--- src/hdl/tiex_pkg.sv ---
// Shared types, codes and defaults for the toy ISA execute unit
package tiex_pkg;

  typedef logic [31:0] word_t;
  typedef logic [1:0]  status_t;
  typedef logic [3:0]  op_t;
  typedef logic [1:0]  kind_t;

  localparam int unsigned DEF_NUM_REGS  = 8;
  localparam int unsigned DEF_MEM_WORDS = 5;
  localparam int unsigned DEF_MEM_BASE  = 32'h0000_0100;

  localparam op_t OP_MOV   = 4'd0;
  localparam op_t OP_ADD   = 4'd1;
  localparam op_t OP_SUB   = 4'd2;
  localparam op_t OP_AND   = 4'd3;
  localparam op_t OP_OR    = 4'd4;
  localparam op_t OP_XOR   = 4'd5;
  localparam op_t OP_LOAD  = 4'd6;
  localparam op_t OP_STORE = 4'd7;
  localparam op_t OP_CMP   = 4'd8;
  localparam op_t OP_BEQ   = 4'd9;
  localparam op_t OP_BNE   = 4'd10;
  localparam op_t OP_BAL   = 4'd11;

  localparam kind_t KIND_REG = 2'd0;
  localparam kind_t KIND_IMM = 2'd1;
  localparam kind_t KIND_MEM = 2'd2;

  localparam status_t ST_OK       = 2'd0;
  localparam status_t ST_BAD_KIND = 2'd1;
  localparam status_t ST_BAD_ADDR = 2'd2;

endpackage

--- src/hdl/toy_isa_execute_unit.sv ---
// Toy ISA execute unit: register file, small data memory, zero flag and ALU
//
// Input channel (in_*): one decoded instruction per word, accepted when
// in_valid is high and in_stall is low. Result channel (out_*): one word per
// instruction, taken when out_valid is high and out_stall is low.
// A result passes the operand read register, then the result register,
// before it appears in out_*.
// Throughput: one instruction per cycle while in_stall is low;
// back-to-back dependencies are covered by forwarding the write of the
// retiring instruction into the operand read of the next one.
// Reset (rst_n low, synchronous): registers, memory words and zero flag read
// as zero, both pipeline stages empty.
// When out_stall holds the result, the operand stage still fills; once that
// stage is also full, in_stall rises until the result is taken. State only
// changes when an instruction moves into the result register.
// Errors (status nonzero) change no state and give zero value and no branch.
module toy_isa_execute_unit
  import tiex_pkg::*;
#(
  parameter int unsigned NUM_REGS  = DEF_NUM_REGS,
  parameter int unsigned MEM_WORDS = DEF_MEM_WORDS,
  parameter int unsigned MEM_BASE  = DEF_MEM_BASE
) (
  input  logic        clk,
  input  logic        rst_n,
  input  logic        in_valid,
  output logic        in_stall,
  input  logic [3:0]  in_operation,
  input  logic [2:0]  in_dest_reg,
  input  logic [2:0]  in_src_a_reg,
  input  logic [2:0]  in_src_b_reg,
  input  logic [1:0]  in_operand_kind,
  input  logic [31:0] in_immediate,
  input  logic [31:0] in_mem_address,
  output logic        out_valid,
  input  logic        out_stall,
  output logic [1:0]  out_status,
  output logic [31:0] out_result_value,
  output logic        out_zero_flag_out,
  output logic        out_branch_taken
);

  localparam int unsigned RIDX_W = (NUM_REGS > 1) ? $clog2(NUM_REGS) : 1;
  localparam int unsigned MIDX_W = (MEM_WORDS > 1) ? $clog2(MEM_WORDS) : 1;

  typedef logic [RIDX_W-1:0] ridx_t;
  typedef logic [MIDX_W-1:0] midx_t;

  function automatic ridx_t reg_wrap(input logic [2:0] field);
    ridx_t idx;
    idx = '0;
    for (int v = 0; v < 8; v++) begin
      if (field == 3'(v)) idx = RIDX_W'(v % NUM_REGS);
    end
    return idx;
  endfunction

  // storage
  word_t                rf_mem [NUM_REGS];
  logic  [NUM_REGS-1:0] rf_vld_r;
  word_t                dm_mem [MEM_WORDS];
  logic  [MEM_WORDS-1:0] dm_vld_r;
  logic                 zf_r;

  // operand stage
  logic    s1_vld_r;
  op_t     s1_op_r;
  ridx_t   s1_rd_r;
  kind_t   s1_kind_r;
  word_t   s1_imm_r;
  word_t   s1_addr_r;
  logic    s1_mok_r;
  midx_t   s1_midx_r;
  word_t   s1_a_r;
  word_t   s1_b_r;
  word_t   s1_m_r;

  // result stage
  logic    out_vld_r;
  status_t out_status_r;
  word_t   out_value_r;
  logic    out_zf_r;
  logic    out_taken_r;

  logic    s1_go;
  logic    in_go;
  ridx_t   ra_idx;
  ridx_t   rb_idx;
  word_t   addr_off;
  logic    mem_ok;
  midx_t   mem_idx;

  status_t ex_status;
  word_t   ex_value;
  logic    ex_taken;
  logic    ex_zf;
  logic    ex_rf_wr;
  logic    ex_dm_wr;
  word_t   ex_opb;
  word_t   ex_cmp_b;
  logic    rf_we;
  logic    dm_we;

  assign s1_go    = s1_vld_r && (!out_vld_r || !out_stall);
  assign in_stall = s1_vld_r && !s1_go;
  assign in_go    = in_valid && !in_stall;

  assign ra_idx   = reg_wrap(in_src_a_reg);
  assign rb_idx   = reg_wrap(in_src_b_reg);
  assign addr_off = in_mem_address - 32'(MEM_BASE);
  assign mem_ok   = (in_mem_address >= 32'(MEM_BASE)) && (addr_off[1:0] == 2'b00) &&
                    (addr_off[31:2] < 30'(MEM_WORDS));
  assign mem_idx  = addr_off[MIDX_W+1:2];

  assign rf_we = s1_go && ex_rf_wr;
  assign dm_we = s1_go && ex_dm_wr;

  always_ff @(posedge clk) begin
    if (in_go) begin
      s1_op_r   <= in_operation;
      s1_rd_r   <= reg_wrap(in_dest_reg);
      s1_kind_r <= in_operand_kind;
      s1_imm_r  <= in_immediate;
      s1_addr_r <= in_mem_address;
      s1_mok_r  <= mem_ok;
      s1_midx_r <= mem_idx;
      if (rf_we && s1_rd_r == ra_idx) begin
        s1_a_r <= ex_value;
      end else if (rf_vld_r[ra_idx]) begin
        s1_a_r <= rf_mem[ra_idx];
      end else begin
        s1_a_r <= '0;
      end
      if (rf_we && s1_rd_r == rb_idx) begin
        s1_b_r <= ex_value;
      end else if (rf_vld_r[rb_idx]) begin
        s1_b_r <= rf_mem[rb_idx];
      end else begin
        s1_b_r <= '0;
      end
      if (!mem_ok) begin
        s1_m_r <= '0;
      end else if (dm_we && s1_midx_r == mem_idx) begin
        s1_m_r <= ex_value;
      end else if (dm_vld_r[mem_idx]) begin
        s1_m_r <= dm_mem[mem_idx];
      end else begin
        s1_m_r <= '0;
      end
    end
  end

  always_ff @(posedge clk) begin
    if (rf_we) begin
      rf_mem[s1_rd_r] <= ex_value;
    end
    if (dm_we) begin
      dm_mem[s1_midx_r] <= ex_value;
    end
  end

  always_comb begin
    ex_status = ST_OK;
    ex_value  = '0;
    ex_taken  = 1'b0;
    ex_zf     = zf_r;
    ex_rf_wr  = 1'b0;
    ex_dm_wr  = 1'b0;
    ex_opb    = (s1_kind_r == KIND_REG) ? s1_b_r : s1_imm_r;
    ex_cmp_b  = '0;
    unique case (s1_op_r)
      OP_MOV: begin
        unique case (s1_kind_r)
          KIND_REG: ex_value = s1_b_r;
          KIND_IMM: ex_value = s1_imm_r;
          KIND_MEM: begin
            if (s1_mok_r) ex_value = s1_m_r;
            else ex_status = ST_BAD_ADDR;
          end
          default: ex_status = ST_BAD_KIND;
        endcase
        ex_rf_wr = (ex_status == ST_OK);
      end
      OP_ADD, OP_SUB: begin
        if (s1_kind_r == KIND_REG || s1_kind_r == KIND_IMM) begin
          ex_value = (s1_op_r == OP_ADD) ? s1_a_r + ex_opb : s1_a_r - ex_opb;
          ex_rf_wr = 1'b1;
        end else begin
          ex_status = ST_BAD_KIND;
        end
      end
      OP_AND, OP_OR, OP_XOR: begin
        if (s1_kind_r == KIND_REG) begin
          unique case (s1_op_r)
            OP_AND:  ex_value = s1_a_r & s1_b_r;
            OP_OR:   ex_value = s1_a_r | s1_b_r;
            default: ex_value = s1_a_r ^ s1_b_r;
          endcase
          ex_rf_wr = 1'b1;
        end else begin
          ex_status = ST_BAD_KIND;
        end
      end
      OP_LOAD: begin
        if (s1_mok_r) begin
          ex_value = s1_m_r;
          ex_rf_wr = 1'b1;
        end else begin
          ex_status = ST_BAD_ADDR;
        end
      end
      OP_STORE: begin
        if (s1_mok_r) begin
          ex_value = s1_a_r;
          ex_dm_wr = 1'b1;
        end else begin
          ex_status = ST_BAD_ADDR;
        end
      end
      OP_CMP: begin
        unique case (s1_kind_r)
          KIND_REG: ex_cmp_b = s1_b_r;
          KIND_IMM: ex_cmp_b = s1_imm_r;
          KIND_MEM: ex_cmp_b = s1_addr_r;
          default:  ex_status = ST_BAD_KIND;
        endcase
        if (ex_status == ST_OK) ex_zf = (s1_a_r == ex_cmp_b);
      end
      OP_BEQ: ex_taken = zf_r;
      OP_BNE: ex_taken = !zf_r;
      OP_BAL: ex_taken = 1'b1;
      default: ex_status = ST_BAD_KIND;
    endcase
  end

  always_ff @(posedge clk) begin
    if (!rst_n) begin
      s1_vld_r  <= 1'b0;
      out_vld_r <= 1'b0;
      zf_r      <= 1'b0;
      rf_vld_r  <= '0;
      dm_vld_r  <= '0;
    end else begin
      s1_vld_r  <= in_go || (s1_vld_r && !s1_go);
      out_vld_r <= s1_go || (out_vld_r && out_stall);
      if (s1_go) zf_r <= ex_zf;
      if (rf_we) rf_vld_r[s1_rd_r] <= 1'b1;
      if (dm_we) dm_vld_r[s1_midx_r] <= 1'b1;
    end
  end

  always_ff @(posedge clk) begin
    if (s1_go) begin
      out_status_r <= ex_status;
      out_value_r  <= ex_value;
      out_zf_r     <= ex_zf;
      out_taken_r  <= ex_taken;
    end
  end

  assign out_valid         = out_vld_r;
  assign out_status        = out_status_r;
  assign out_result_value  = out_value_r;
  assign out_zero_flag_out = out_zf_r;
  assign out_branch_taken  = out_taken_r;

endmodule

--- config.mk ---
export PLATFORM = sky130hd
export DESIGN_NAME = toy_isa_execute_unit
export DESIGN_NICKNAME = d
export VERILOG_FILES = /design/src/hdl/tiex_pkg.sv /design/src/hdl/toy_isa_execute_unit.sv
export SDC_FILE = /design/constraint.sdc
export NUM_CORES = 1
export LEC_CHECK = 0
export BUFFER_PORTS_ARGS = -buffer_cell sky130_fd_sc_hd__buf_2
export CAP_MARGIN = 30
export CORE_ASPECT_RATIO = 0.8
export CORE_MARGIN = 4
export CORE_UTILIZATION = 60
export DETAILED_ROUTE_END_ITERATION = 8
export PLACE_DENSITY = 0.78
export SYNTH_ARGS = -nofsm -noshare
export SYNTH_HDL_FRONTEND = slang
export SYNTH_SLANG_ARGS = --single-unit
--- constraint.sdc ---
create_clock -name clk -period 18 [get_ports clk]
set_clock_uncertainty 0.2 [all_clocks]
set_input_delay 1.8 -clock clk [delete_from_list [all_inputs] [get_ports clk]]
set_output_delay 1.8 -clock clk [all_outputs]
set_load 0.1 [all_outputs]
==> reports/results.ini <==
[run_status]
outcome = finished, final reports clean

[pwr]
internal_power_mw = 2.48
power_leakage_nw = 12.5
pwr_density_cell_nw_per_um2 = 91.8
comb_power_share_pct = 11.6
switching_share_pct = 25.4
worst_ir_drop_vdd_mv = 0.0904
seq_power_share_pct = 51.1
clkPwrFrac_pct = 37.3
p_sw_uw = 844

[sta]
tns_ns = 0
slew_violations = 0
worstMarginPinSlew_ns = 0.967
fin_crit_ns = 6.26
rsz0062_at_grt = no
whs_ns = 0.267
hold_violations = 0
slew_headroom_pct = 35.5
fmax_mhz = 160
setup_viol = 0
fin_crit_sh_pct = 34.8

[min_path]
holdPathStages = 1
hp-class = reg -> reg
whs_endpoint = dm_vld_r[3]
hold_start = dm_vld_r[3]

[global_route]
grt_pass1_vias = 21600
grt_overflow = 0
antenna_found_initial = 1
grtUsageTotal_pct = 34.9
grt_max_degree = 80
grt_pass1_wl_mm = 149

[clocking]
root_buffer = clkbuf_16
h-tree-depth = 2
cts_setup_buffers = 0
cts_tree = built
cts_hold_buf = 0
cts_buffer_depth = 3
cts_made_buffers = 59
cts_resized = 0
clk_pin_slew_worst_paths_ns = 0.07
clock_latency_ns = 0.65
cts_sinks = 638

[critical_path]
cp_data_required_time_ns = 18.12
rr_startpoint = s1_kind_r[0]
crit_type = reg -> reg
r2r_cells = 18
reg2reg_slack_ns = 11.74
crit_fanout = 52
cp-start-kind = register
regToRegEndpoint = rf_mem[0][24]
crit_arrival_ns = 6.37
end_kind = register

[floorplanning]
num_rows = 76
die_w_um = 269
start_util_pct = 60.7
core-area_um2 = 53900
ios = 121
die_area_um2 = 58400
die_height_um = 217

[detailed_routing]
drc_errors = 0
wl_mm = 102
drt_iter0_markers = 3732
vias = 22300
routedWlPerCell_um = 33.0
ant_nets = 0
viasPerCell = 7.20
firstDrtPassIters = 9

[synth]
ys_warn_count = 0
seq_area_frac_synth_pct = 58.0
syn_inst = 2248
ys_seq_elements = 638
yosys.cell_types.count = 83
synth-edff-count = 622
syn_area_um2 = 32700
synth-main-ff-cell = edfxtp_1
synth_nets = 2434
synthArstFlopShare_pct = 0
avgSynthCellArea_um2 = 14.6

[finish]
drive_gt1_share_pct = 21.7
finalNetCount = 2533
area_growth_pct = 10.7

[placed_design]
port_buffers = 120
gp_congestion = 1.06
hpwlAfterDp_mm = 67.5

[run]
max_cap_viol_count = 0

## flip-flops by register name (all words and copies together), names as in the netlist
register           cells
s1_addr_r             32
zf_r                   1
s1_b_r                32
s1_op_r                4
dm_vld_r               5
out_valid              1
rf_vld_r               8
out_branch_taken       1
out_status             2
s1_mok_r               1
s1_imm_r              32
s1_m_r                32
rf_mem               256
dm_mem               160
s1_vld_r               1
s1_a_r                32
s1_kind_r              2
out_zero_flag_out      1
out_result_value      32
s1_rd_r                3
## routing by layer
| layer | global-route usage (%) | up-vias | part of all wire [%] |
|---|---|---|---|
| met3 | 10.4 | 181 | 14 |
| met4 | 8.19 | 2 | 2.5 |
| met5 | 0 | - | 0.0068 |
| met2 | 49.6 | 1629 | 42 |
| li1 | - | 9207 | - |
| met1 | 53.7 | 11300 | 41 |
## cells in the mapped netlist (7+ instances only)
master,instances,share of area [%]
inv_1,83,0.95
buf_2,42,0.64
o31ai_1,44,1.0
ha_1,102,3.9
a21oi_1,56,0.86
xnor2_1,57,1.5
o221ai_1,8,0.21
mux4_2,165,11
a22oi_1,25,0.57
nor2b_1,12,0.23
mux2_2,26,0.89
nor3_1,41,0.63
a221oi_1,33,0.88
mux2i_1,135,4.1
edfxtp_1,622,57
a222oi_1,30,0.92
buf_1,15,0.17
a31oi_1,15,0.29
o21ai_0,68,1.0
nand4_1,12,0.23
a2bb2oi_1,29,0.78
clkbuf_1,86,0.99
nor2_1,142,1.6
dfxtp_1,16,0.98
o21ai_1,7,0.11
nor4_1,21,0.40
a21o_1,27,0.62
o2111ai_1,7,0.19
nand2_1,82,0.94
nand3_1,18,0.28
or3_1,30,0.57
xor2_1,31,0.83
o21a_1,25,0.57
o211ai_1,11,0.25
and3_1,9,0.17
## how the worst max path moves through the flow
| stage | depth (start not counted) | slack [ns] | to | startpoint |
|---|---|---|---|---|
| 3_5_place_dp | 17 | 11.71 | dm_mem[1][28] | s1_kind_r[0] |
| 6_report | 18 | 11.74 | rf_mem[0][24] | s1_kind_r[0] |
| 5_1_grt | 18 | 11.39 | dm_mem[0][24] | s1_kind_r[0] |
| 3_3_place_gp | 17 | 11.82 | dm_mem[1][28] | s1_kind_r[0] |
| 2_1_floorplan | 2 | 7.20 | s1_a_r[0] | out_stall |
| 4_1_cts | 17 | 11.64 | dm_mem[0][28] | s1_kind_r[0] |
## logic make-up (layout without fill, tap and decap cells)
family                   count (synthesis)  count (layout)  share of synthesized area (%)
AND/OR/NAND/NOR                        419             419                           6.46
AO/OA/AOI/OAI                          439             439                           9.83
multiplexers                           326             326                           16.4
adder cells (fa/ha/maj)                103             103                           3.96
flip-flops                             638             638                           58.0
other                                    0               1                              0
XOR/XNOR                                88              88                           2.35
buffers and inverters                  235             381                           3.01
## metrics by stage
| step | instance area [um2] | instances | utilization (%) | power [mW] | worst slack, ns |
|---|---|---|---|---|---|
| after detailed placement | 34200 | 2983 | 63.5 | 2.10 | 11.71 |
| after CTS | 36200 | 3091 | 67.1 | 3.33 | 11.64 |
| after floorplan | 32700 | 2248 | - | 1.98 | 7.20 |
| final | 36300 | 3097 | 67.2 | 3.33 | 11.74 |
| after global placement | 34200 | 2977 | 63.4 | 2.09 | 11.82 |
| after global routing | 36300 | 3096 | 67.2 | 3.44 | 11.39 |
## worst max-delay path, cell delays in order (launching register included)
cell and delay, ns:
edfxtp_1 0.33, buf_4 0.59, or2_1 0.19, buf_4 0.43, mux2i_1 0.30, nor2b_1 0.30
and4_1 0.43, nand2_1 0.11, nand2_1 0.10, xor2_1 0.24, ha_1 0.30, a21oi_2 0.23
o21ai_0 0.15, a2111oi_0 0.80, nor2_1 0.10, or3b_1 0.39, xor2_1 0.17, a21oi_1 0.27
inv_1 0.26
## power by group through the flow
stage	clock [mW]	combinational [mW]	sequential, mW
finish	1.24	0.386	1.70
global route	1.33	0.411	1.70
CTS	1.26	0.377	1.70
detailed placement	0	0.374	1.73
global placement	0	0.366	1.73
floorplan	0	0.235	1.74
## placed cells by master, fill, tap and decap left out, drive strengths merged, types with 41 or more instances in the layout
cell    instances
a21oi          58
buf           190
clkbuf         76
edfxtp        622
ha            102
inv            86
mux2i         135
mux4          165
nand2          82
nor2          143
nor3           41
o21ai          75
o31ai          44
xnor2          57
## final cells by class
cell class	count	area [um2]
Inverter	83	312
Tap cell	702	878
Clock inverter	32	320
Multi-Input combinational cell	1375	13000
Clock buffer	76	1600
Timing Repair Buffer	190	1190
Fill cell	3632	17700
Antenna cell	1	2.50
Sequential cell	638	19000
Power figures use the tool's default switching activity.
